$ cat src/hw/rtl/psort_pkg.sv
// Shared types and constants of the coincidence sorter.
`default_nettype none
package psort_pkg;

   localparam int unsigned ENERGY_BITS = 12;
   localparam logic [ENERGY_BITS-1:0] ENERGY_MAX = 12'hFFF;
   localparam int unsigned MAX_RESULTS = 16;
   localparam int unsigned RES_BITS = 5;

   localparam logic [2:0] REG_ENERGY_LOW = 3'd0;
   localparam logic [2:0] REG_ENERGY_HIGH = 3'd1;
   localparam logic [2:0] REG_COINC_WINDOW = 3'd2;
   localparam logic [2:0] REG_PILEUP_WINDOW = 3'd3;
   localparam logic [2:0] REG_MERGE_BY_BLOCK = 3'd4;
   localparam logic [2:0] REG_RING_GATE_EN = 3'd5;
   localparam logic [2:0] REG_MAX_RING_DIFF = 3'd6;

   typedef struct packed {
      logic [11:0] energy_low;
      logic [11:0] energy_high;
      logic [23:0] coinc_window;
      logic [23:0] pileup_window;
      logic        merge_by_block;
      logic        ring_gate_enable;
      logic [7:0]  max_ring_diff;
   } cfg_type;

   typedef enum logic [2:0] {
      ST_IDLE,
      ST_RD,
      ST_EVAL,
      ST_PUSH_A,
      ST_PUSH_B,
      ST_APPEND
   } state_type;

   typedef enum logic [1:0] {
      PH_SCAN,
      PH_FLUSH,
      PH_EVICT,
      PH_SHIFT
   } phase_type;

endpackage
`default_nettype wire

$ cat src/hw/rtl/psort_ram.sv
// Generic single-port-write, registered-read RAM.
`default_nettype none
module psort_ram #(
   parameter int WIDTH = 96,
   parameter int DEPTH = 16
) (
   input  wire                     clock,
   input  wire                     we,
   input  wire [$clog2(DEPTH)-1:0] waddr,
   input  wire [WIDTH-1:0]         wdata,
   input  wire                     re,
   input  wire [$clog2(DEPTH)-1:0] raddr,
   output logic [WIDTH-1:0]        rdata_ff
);
   logic [WIDTH-1:0] mem [DEPTH];

   always_ff @(posedge clock) begin
      if (we) begin
         mem[waddr] <= wdata;
      end
      if (re) begin
         rdata_ff <= mem[raddr];
      end
   end
endmodule
`default_nettype wire

$ cat src/hw/rtl/psort_open.sv
// Open coincidence hit register and the finalize decision.
`default_nettype none
module psort_open #(
   parameter int TIME_BITS = 48
) (
   input  wire                        clock,
   input  wire                        reset,
   input  psort_pkg::cfg_type         cfg,
   input  wire                        fin_en,
   input  wire [TIME_BITS+47:0]       fin_hit,
   input  wire                        flush_clear,
   output logic                       pair,
   output logic [TIME_BITS+47:0]      open_hit
);
   import psort_pkg::*;
   localparam int TB = TIME_BITS;

   logic                 open_valid_ff, open_valid_in;
   logic [TB+47:0]       open_hit_ff, open_hit_in;
   logic [TB-1:0]        dt;
   logic [11:0]          fe;
   logic [7:0]           fr, orr, rd;
   logic                 gated, inwin, ring_ok;

   always_comb begin
      fe = fin_hit[TB+11:TB];
      fr = fin_hit[TB+47:TB+40];
      orr = open_hit_ff[TB+47:TB+40];
      gated = (fe > cfg.energy_low) && (fe < cfg.energy_high);
      dt = fin_hit[TB-1:0] - open_hit_ff[TB-1:0];
      inwin = open_valid_ff && (dt < {{(TB-24){1'b0}}, cfg.coinc_window});
      rd = (fr > orr) ? fr - orr : orr - fr;
      ring_ok = !cfg.ring_gate_enable || (rd <= cfg.max_ring_diff);
      pair = fin_en && gated && inwin && ring_ok;
      open_valid_in = open_valid_ff;
      open_hit_in = open_hit_ff;
      if (fin_en && gated) begin
         if (inwin) begin
            open_valid_in = 1'b0;
         end else begin
            open_valid_in = 1'b1;
            open_hit_in = fin_hit;
         end
      end
      if (flush_clear) begin
         open_valid_in = 1'b0;
      end
   end

   always_ff @(posedge clock) begin
      if (reset) begin
         open_valid_ff <= 1'b0;
      end else begin
         open_valid_ff <= open_valid_in;
      end
      open_hit_ff <= open_hit_in;
   end

   assign open_hit = open_hit_ff;
endmodule
`default_nettype wire

$ cat src/hw/rtl/pet_coincidence_sorter.sv
// Top level of the PET coincidence sorter with pile-up merge.
`default_nettype none
// Takes time-ordered hits (or a flush) on req_ and gives coincidence pairs on
// rsp_, later hit first, earlier hit second with rsp_tlast high. Pending hits
// live in a RAM of PENDING_DEPTH entries that a sequencer walks one entry at a
// time (read, then evaluate and write back compacted). After the scan the hit
// is appended unless it was merged by pile-up or is a flush; if the buffer is
// full the oldest entry is first evicted and the rest shifted down. Pairs go
// out through the push states, which stall while rsp_ is not taken.
// req_tready is high only between items. There is no clearing pass: the fill
// count marks valid entries. Config is written over the APB-style csr_ port;
// the user must write it only while idle; the block does not enforce this.
module pet_coincidence_sorter #(
   parameter int PENDING_DEPTH = 16,
   parameter int TIME_BITS = 48
) (
   input  wire                                clock,
   input  wire                                reset,
   input  wire                                req_tvalid,
   output logic                               req_tready,
   // hit_time, hit_energy, detector, block, ring_index (low bit up)
   input  wire [((TIME_BITS+48+7)/8)*8-1:0]   req_tdata,
   // action: 0 hit, 1 flush
   input  wire                                req_tuser,
   output logic                               rsp_tvalid,
   input  wire                                rsp_tready,
   // out_time, out_energy, out_detector, out_block, out_ring (low bit up)
   output logic [((TIME_BITS+48+7)/8)*8-1:0]  rsp_tdata,
   // pair_last
   output logic                               rsp_tlast,
   input  wire                                csr_psel,
   input  wire                                csr_penable,
   input  wire                                csr_pwrite,
   input  wire [4:0]                          csr_paddr,
   input  wire [31:0]                         csr_pwdata,
   output logic [31:0]                        csr_prdata,
   output logic                               csr_pready
);
   import psort_pkg::*;

   localparam int TB = TIME_BITS;
   localparam int HW = TIME_BITS + 48;
   localparam int DW = ((TIME_BITS + 48 + 7) / 8) * 8;
   localparam int AW = $clog2(PENDING_DEPTH);
   localparam int CW = $clog2(PENDING_DEPTH + 1);

   // configuration registers
   cfg_type cfg_ff, cfg_in;
   logic    csr_wr;

   assign csr_pready = 1'b1;
   assign csr_wr = csr_psel && csr_penable && csr_pwrite;

   always_comb begin
      cfg_in = cfg_ff;
      if (csr_wr) begin
         case (csr_paddr[4:2])
            REG_ENERGY_LOW:     cfg_in.energy_low = csr_pwdata[11:0];
            REG_ENERGY_HIGH:    cfg_in.energy_high = csr_pwdata[11:0];
            REG_COINC_WINDOW:   cfg_in.coinc_window = csr_pwdata[23:0];
            REG_PILEUP_WINDOW:  cfg_in.pileup_window = csr_pwdata[23:0];
            REG_MERGE_BY_BLOCK: cfg_in.merge_by_block = csr_pwdata[0];
            REG_RING_GATE_EN:   cfg_in.ring_gate_enable = csr_pwdata[0];
            REG_MAX_RING_DIFF:  cfg_in.max_ring_diff = csr_pwdata[7:0];
            default:            cfg_in = cfg_ff;
         endcase
      end
      case (csr_paddr[4:2])
         REG_ENERGY_LOW:     csr_prdata = {20'd0, cfg_ff.energy_low};
         REG_ENERGY_HIGH:    csr_prdata = {20'd0, cfg_ff.energy_high};
         REG_COINC_WINDOW:   csr_prdata = {8'd0, cfg_ff.coinc_window};
         REG_PILEUP_WINDOW:  csr_prdata = {8'd0, cfg_ff.pileup_window};
         REG_MERGE_BY_BLOCK: csr_prdata = {31'd0, cfg_ff.merge_by_block};
         REG_RING_GATE_EN:   csr_prdata = {31'd0, cfg_ff.ring_gate_enable};
         REG_MAX_RING_DIFF:  csr_prdata = {24'd0, cfg_ff.max_ring_diff};
         default:            csr_prdata = 32'd0;
      endcase
   end

   always_ff @(posedge clock) begin
      if (reset) begin
         cfg_ff.energy_low <= 12'd390;
         cfg_ff.energy_high <= 12'd600;
         cfg_ff.coinc_window <= 24'd10000;
         cfg_ff.pileup_window <= 24'd40000;
         cfg_ff.merge_by_block <= 1'b0;
         cfg_ff.ring_gate_enable <= 1'b0;
         cfg_ff.max_ring_diff <= 8'd2;
      end else begin
         cfg_ff <= cfg_in;
      end
   end

   // sequencer state
   state_type     state_ff, state_in;
   phase_type     phase_ff, phase_in;
   logic [CW-1:0] idx_ff, idx_in;      // next entry to read
   logic [CW-1:0] keep_ff, keep_in;    // compaction write pointer
   logic [CW-1:0] cnt_ff, cnt_in;      // fill count of the pending RAM
   logic          merged_ff, merged_in;
   logic [RES_BITS-1:0] res_ff, res_in; // results given this item
   logic [HW-1:0] hit_ff, hit_in;      // item being worked on
   logic [HW-1:0] pa_ff, pa_in;        // later hit of a pair
   logic [HW-1:0] pb_ff, pb_in;        // earlier (open) hit of a pair

   // output register
   logic          out_valid_ff, out_valid_in;
   logic [HW-1:0] out_data_ff, out_data_in;
   logic          out_last_ff, out_last_in;
   logic          out_free;

   // RAM ports
   logic          ram_we, ram_re;
   logic [AW-1:0] ram_waddr, ram_raddr;
   logic [HW-1:0] ram_wdata, ram_rdata;

   // finalize unit
   logic          fin_en, pair, flush_clear;
   logic [HW-1:0] open_hit;

   // entry evaluation
   logic [TB-1:0] age;
   logic          expired, match;
   logic [12:0]   esum;
   logic [HW-1:0] merged_entry;

   psort_ram #(.WIDTH(HW), .DEPTH(PENDING_DEPTH)) u_ram (
      .clock    (clock),
      .we       (ram_we),
      .waddr    (ram_waddr),
      .wdata    (ram_wdata),
      .re       (ram_re),
      .raddr    (ram_raddr),
      .rdata_ff (ram_rdata)
   );

   psort_open #(.TIME_BITS(TIME_BITS)) u_open (
      .clock       (clock),
      .reset       (reset),
      .cfg         (cfg_ff),
      .fin_en      (fin_en),
      .fin_hit     (ram_rdata),
      .flush_clear (flush_clear),
      .pair        (pair),
      .open_hit    (open_hit)
   );

   always_comb begin
      age = hit_ff[TB-1:0] - ram_rdata[TB-1:0];
      expired = age >= {{(TB-24){1'b0}}, cfg_ff.pileup_window};
      match = (ram_rdata[TB+27:TB+12] == hit_ff[TB+27:TB+12]) ||
              (cfg_ff.merge_by_block &&
               (ram_rdata[TB+39:TB+28] == hit_ff[TB+39:TB+28]));
      esum = {1'b0, ram_rdata[TB+11:TB]} + {1'b0, hit_ff[TB+11:TB]};
      merged_entry = ram_rdata;
      merged_entry[TB+11:TB] = esum[12] ? ENERGY_MAX : esum[11:0];
   end

   assign out_free = !out_valid_ff || rsp_tready;

   always_comb begin
      state_in = state_ff;
      phase_in = phase_ff;
      idx_in = idx_ff;
      keep_in = keep_ff;
      cnt_in = cnt_ff;
      merged_in = merged_ff;
      res_in = res_ff;
      hit_in = hit_ff;
      pa_in = pa_ff;
      pb_in = pb_ff;
      ram_we = 1'b0;
      ram_re = 1'b0;
      ram_waddr = keep_ff[AW-1:0];
      ram_raddr = idx_ff[AW-1:0];
      ram_wdata = ram_rdata;
      fin_en = 1'b0;
      flush_clear = 1'b0;
      req_tready = 1'b0;
      out_valid_in = out_valid_ff && !rsp_tready;
      out_data_in = out_data_ff;
      out_last_in = out_last_ff;

      case (state_ff)
         ST_IDLE: begin
            req_tready = 1'b1;
            if (req_tvalid) begin
               hit_in = req_tdata[HW-1:0];
               phase_in = req_tuser ? PH_FLUSH : PH_SCAN;
               idx_in = '0;
               keep_in = '0;
               merged_in = 1'b0;
               res_in = '0;
               state_in = ST_RD;
            end
         end
         ST_RD: begin
            if (idx_ff < cnt_ff) begin
               ram_re = 1'b1;
               state_in = ST_EVAL;
            end else begin
               case (phase_ff)
                  PH_FLUSH: begin
                     cnt_in = '0;
                     flush_clear = 1'b1;
                     state_in = ST_IDLE;
                  end
                  PH_SCAN: begin
                     cnt_in = keep_ff;
                     if (merged_ff) begin
                        state_in = ST_IDLE;
                     end else if (keep_ff == CW'(PENDING_DEPTH)) begin
                        // buffer full: evict the oldest entry, then shift down
                        phase_in = PH_EVICT;
                        idx_in = '0;
                     end else begin
                        state_in = ST_APPEND;
                     end
                  end
                  default: begin
                     cnt_in = CW'(PENDING_DEPTH - 1);
                     state_in = ST_APPEND;
                  end
               endcase
            end
         end
         ST_EVAL: begin
            idx_in = idx_ff + CW'(1);
            case (phase_ff)
               PH_SCAN: begin
                  fin_en = expired;
                  if (!expired) begin
                     ram_we = 1'b1;
                     keep_in = keep_ff + CW'(1);
                     if (match && !merged_ff) begin
                        ram_wdata = merged_entry;
                        merged_in = 1'b1;
                     end
                  end
               end
               PH_FLUSH: begin
                  fin_en = 1'b1;
               end
               PH_EVICT: begin
                  fin_en = 1'b1;
                  phase_in = PH_SHIFT;
               end
               default: begin
                  ram_we = 1'b1;
                  ram_waddr = AW'(idx_ff - CW'(1));
               end
            endcase
            if (pair) begin
               pa_in = ram_rdata;
               pb_in = open_hit;
               state_in = ST_PUSH_A;
            end else begin
               state_in = ST_RD;
            end
         end
         ST_PUSH_A: begin
            if (out_free) begin
               if (res_ff < RES_BITS'(MAX_RESULTS)) begin
                  out_valid_in = 1'b1;
                  out_data_in = pa_ff;
                  out_last_in = 1'b0;
                  res_in = res_ff + RES_BITS'(1);
               end
               state_in = ST_PUSH_B;
            end
         end
         ST_PUSH_B: begin
            if (out_free) begin
               if (res_ff < RES_BITS'(MAX_RESULTS)) begin
                  out_valid_in = 1'b1;
                  out_data_in = pb_ff;
                  out_last_in = 1'b1;
                  res_in = res_ff + RES_BITS'(1);
               end
               state_in = ST_RD;
            end
         end
         ST_APPEND: begin
            ram_we = 1'b1;
            ram_waddr = cnt_ff[AW-1:0];
            ram_wdata = hit_ff;
            cnt_in = cnt_ff + CW'(1);
            state_in = ST_IDLE;
         end
         default: begin
            state_in = ST_IDLE;
         end
      endcase
   end

   always_ff @(posedge clock) begin
      if (reset) begin
         state_ff <= ST_IDLE;
         phase_ff <= PH_SCAN;
         idx_ff <= '0;
         keep_ff <= '0;
         cnt_ff <= '0;
         merged_ff <= 1'b0;
         res_ff <= '0;
         out_valid_ff <= 1'b0;
      end else begin
         state_ff <= state_in;
         phase_ff <= phase_in;
         idx_ff <= idx_in;
         keep_ff <= keep_in;
         cnt_ff <= cnt_in;
         merged_ff <= merged_in;
         res_ff <= res_in;
         out_valid_ff <= out_valid_in;
      end
      hit_ff <= hit_in;
      pa_ff <= pa_in;
      pb_ff <= pb_in;
      out_data_ff <= out_data_in;
      out_last_ff <= out_last_in;
   end

   assign rsp_tvalid = out_valid_ff;
   assign rsp_tdata = DW'(out_data_ff);
   assign rsp_tlast = out_last_ff;
endmodule
`default_nettype wire

$ cat config.mk
export PLATFORM = sky130hd
export DESIGN_NAME = pet_coincidence_sorter
export DESIGN_NICKNAME = d
export VERILOG_FILES = /design/src/hw/rtl/psort_pkg.sv /design/src/hw/rtl/psort_ram.sv /design/src/hw/rtl/psort_open.sv /design/src/hw/rtl/pet_coincidence_sorter.sv
export SDC_FILE = /design/constraint.sdc
export NUM_CORES = 2
export LEC_CHECK = 0
export ABC_AREA = 0
export BUFFER_PORTS_ARGS = -buffer_cell sky130_fd_sc_hd__buf_4
export CAP_MARGIN = 40
export CORE_ASPECT_RATIO = 0.7
export CORE_UTILIZATION = 40
export DETAILED_ROUTE_END_ITERATION = 7
export PLACE_DENSITY = 0.6
export SYNTH_ARGS = -nofsm -noshare
export SYNTH_HDL_FRONTEND = slang
export SYNTH_SLANG_ARGS = --single-unit
$ cat constraint.sdc
create_clock -name clock -period 18.3 [get_ports clock]
set_input_delay 2.745 -clock clock [delete_from_list [all_inputs] [get_ports clock]]
set_output_delay 2.745 -clock clock [all_outputs]
set_load 0.03 [all_outputs]
==> metrics.cfg <==
[setup_path]
criticalPathCategory=register to register
max_stage_delay_ns=0.77
crit_path_start=hit_ff[0]$_DFFE_PP_
cp_slowest_cell=buf_4
cp_max_fo=39
crit_buf_inv=6
arrival_ns=9.39
required_ns=18.81
worst_setup_path_start_kind=register
end_kind=register
critPathTopFamily=compound AO/OA/AOI/OAI gates
r2r-start=hit_ff[0]$_DFFE_PP_
path_cells=inv_1 > ha_1 > inv_1 > fa_1 > a211oi_1 > o21ai_0 > buf_4 > a211oi_1 > nor2_1 > xor2_1 > ha_1 > nand4_1 > nor2_1 > a211oi_1 > o21ai_0 > nor4_1 > and4_1 > and4_4 > and4_1 > a31oi_1 > nor2_4 > buf_4 > buf_4 > buf_16

[routing]
drc_errors=0
antenna_left=0
num_vias=52212
drt-pass1-iter-count=6
via_per_inst=5.67
wirelength_um=252000
wl_per_cell_um=27.3
first_iter_violations=5750

[grt]
grt_start_max_net_pins=148
antenna_found_initial=20
grt_overflow=0
grt.total_usage_pct=21.2
grt_pass1_wl_um=360000
grt_pass1_vias=51075

[sta]
worst_pin_slew_ns=1.09
setup_viol=0
skew_ns=0.115
timing.final.ws_setup_ns=9.42
period_minus_slack_ns=8.88
hold_viol_final=0
rsz0062_at_grt=false
max_freq_mhz=113
maxSlewViolCount=0
hold-worst-slack_ns=0.391
fin_crit_sh_pct=48.5
relSlewSlack_pct=27.6
tns_ns=0

[min_path]
worstHoldStart=u_open.open_hit[15]$_DFFE_PP_
min_path_type=register to register

[logic_synthesis]
yosys.area.top_type=edfxtp_1
synth_ff_type=edfxtp_1
synth-seq-cells=2223
async_flop_share_pct=0
syn_avg_cell_area_um2=16.7
synth-seq-area-share_pct=70.5
synth.area.top_cells=edfxtp_1 68%, mux4_2 12%, nand2_1 3.0%, ha_1 2.9%, dfxtp_1 2.4%
synth_top_area_share_pct=68.1
synth.cell_area_um2=93200
ys_warn_count=0
synth_edf_count=2113
yosysUniqueCellTypes=102
synthCells=5563

[placed_design]
place_inst=8808
routabilityCongestion=0.904
portBuffers=253
place_hpwl_um=159000
post-place-ws_ns=9.42

[cts]
post_cts_buffers=0
hold_buffers=0
htreeDepth=4
post_cts_resized=0
cts-root-buf=clkbuf_16
cts_buffer_depth=4
numCtsBuffers=219
clk_pin_slew_ns=0.06
cts_tree=built
clock_sinks=2223
clk_latency_ns=0.90

[run_status]
status=complete, no violations

[layout]
layout_common_cells=2113 x edfxtp_1, 734 x nand2_1, 492 x mux4_2
layout-drive-gt1-share_pct=21.8
finalNonFillerCells=9212
area_growth_pct=15.0
num-nets-final=6343
final_common_cell=edfxtp_1

[floorplan]
std_cell_rows=147
core_um2=230000
die_area_um2=235000
io_pins=273
die_h_um=406
die_x_um=579
initial_core_util_pct=40.4

[run]
cap_violations=0

[power]
power_density_nw_per_um2=144
vdd_ir_drop_max_mv=0.164
power_w=0.0155
leakagePower_nw=35.3

## final cells by class
| cell class | count | area (µm²) |
|---|---|---|
| fillers | 19439 | 123000 |
| flip-flops and latches | 2223 | 65700 |
| multi-input cells | 2858 | 25800 |
| repair buffers | 440 | 3950 |
| well taps | 3054 | 3820 |
| clock buffers | 265 | 5760 |
| inverters | 242 | 911 |
| diodes | 1 | 2.50 |
| clock inverters | 129 | 1220 |
## final timing paths
check	slack, ns	end	cells past startpoint
setup reg to reg	9.42	u_ram.mem[13][17]$_DFFE_PP_	24
setup / recovery	9.42	u_ram.mem[13][17]$_DFFE_PP_	24
hold / removal	0.39	pb_ff[15]$_DFFE_PP_	0
hold reg to reg	0.39	pb_ff[15]$_DFFE_PP_	0
## cells by family after synthesis
logic type / count (synthesis) / synth area share (%)
AO/OA/AOI/OAI: 748 / 5.12
XOR/XNOR: 107 / 1.01
adder cells (fa/ha/maj): 218 / 2.97
buffers and inverters: 489 / 2.09
flip-flops: 2223 / 70.5
multiplexers: 539 / 12.4
other: 2 / 0.00806
AND/OR/NAND/NOR: 1237 / 5.93
## where the power goes
part | leakage, nW | switching, W | internal [W]
logic | 11.9 | 0.00269 | 0.00146
registers | 20.0 | 0.000356 | 0.00651
clock network | 3.44 | 0.00193 | 0.00252
total | 35.3 | 0.00497 | 0.0105
## flip-flops by register name, summed over array words and instances, names as in the netlist, 2 cells and up
| register | cells |
|---|---|
| state_ff | 3 |
| u_ram.mem | 1536 |
| cfg_ff | 82 |
| u_open.open_hit | 96 |
| u_ram.rdata_ff | 96 |
| pb_ff | 96 |
| hit_ff | 96 |
| pa_ff | 96 |
| res_ff | 5 |
| cnt_ff | 5 |
| keep_ff | 5 |
| phase_ff | 2 |
| rsp_tdata | 96 |
| idx_ff | 5 |
## per-layer routing
metal / vias up / routed length, µm / share of wire [%] / GRT usage, %
met3: 330 / 21300 / 8.5 / 3.96
met4: 8 / 5820 / 2.3 / 4.88
met5: - / 47 / 0.019 / 0
met2: 2046 / 114000 / 45 / 32.4
met1: 27199 / 111000 / 44 / 31.3
li1: 22629 / - / - / -
## Yosys cell counts, types with 12 or more instances
cell type / instances
edfxtp_1: 2113
nand2_1: 736
mux4_2: 492
a21oi_1: 262
inv_1: 240
ha_1: 213
clkbuf_1: 182
nor2_1: 181
o21ai_0: 148
dfxtp_1: 110
xnor2_1: 67
nor3_1: 54
a21o_1: 53
nand4_1: 50
nand3_1: 43
mux2i_1: 42
o211ai_1: 40
xor2_1: 40
o21a_1: 26
a211oi_1: 25
and3_1: 25
buf_1: 24
nor2b_1: 24
a31oi_1: 22
nand2b_1: 20
buf_2: 18
buf_4: 16
a22oi_1: 15
and2_1: 15
o21bai_1: 15
or3_1: 14
nor4_1: 13
o22ai_1: 12
## per-stage QoR
step	util (%)	instance area, µm²
4_1_cts	46.4	107000
3_5_place_dp	43.4	100000
5_1_grt	46.5	107000
3_3_place_gp	43.0	99200
2_1_floorplan	-	93200
6_report	46.5	107000
Power figures use the tool's default switching activity.
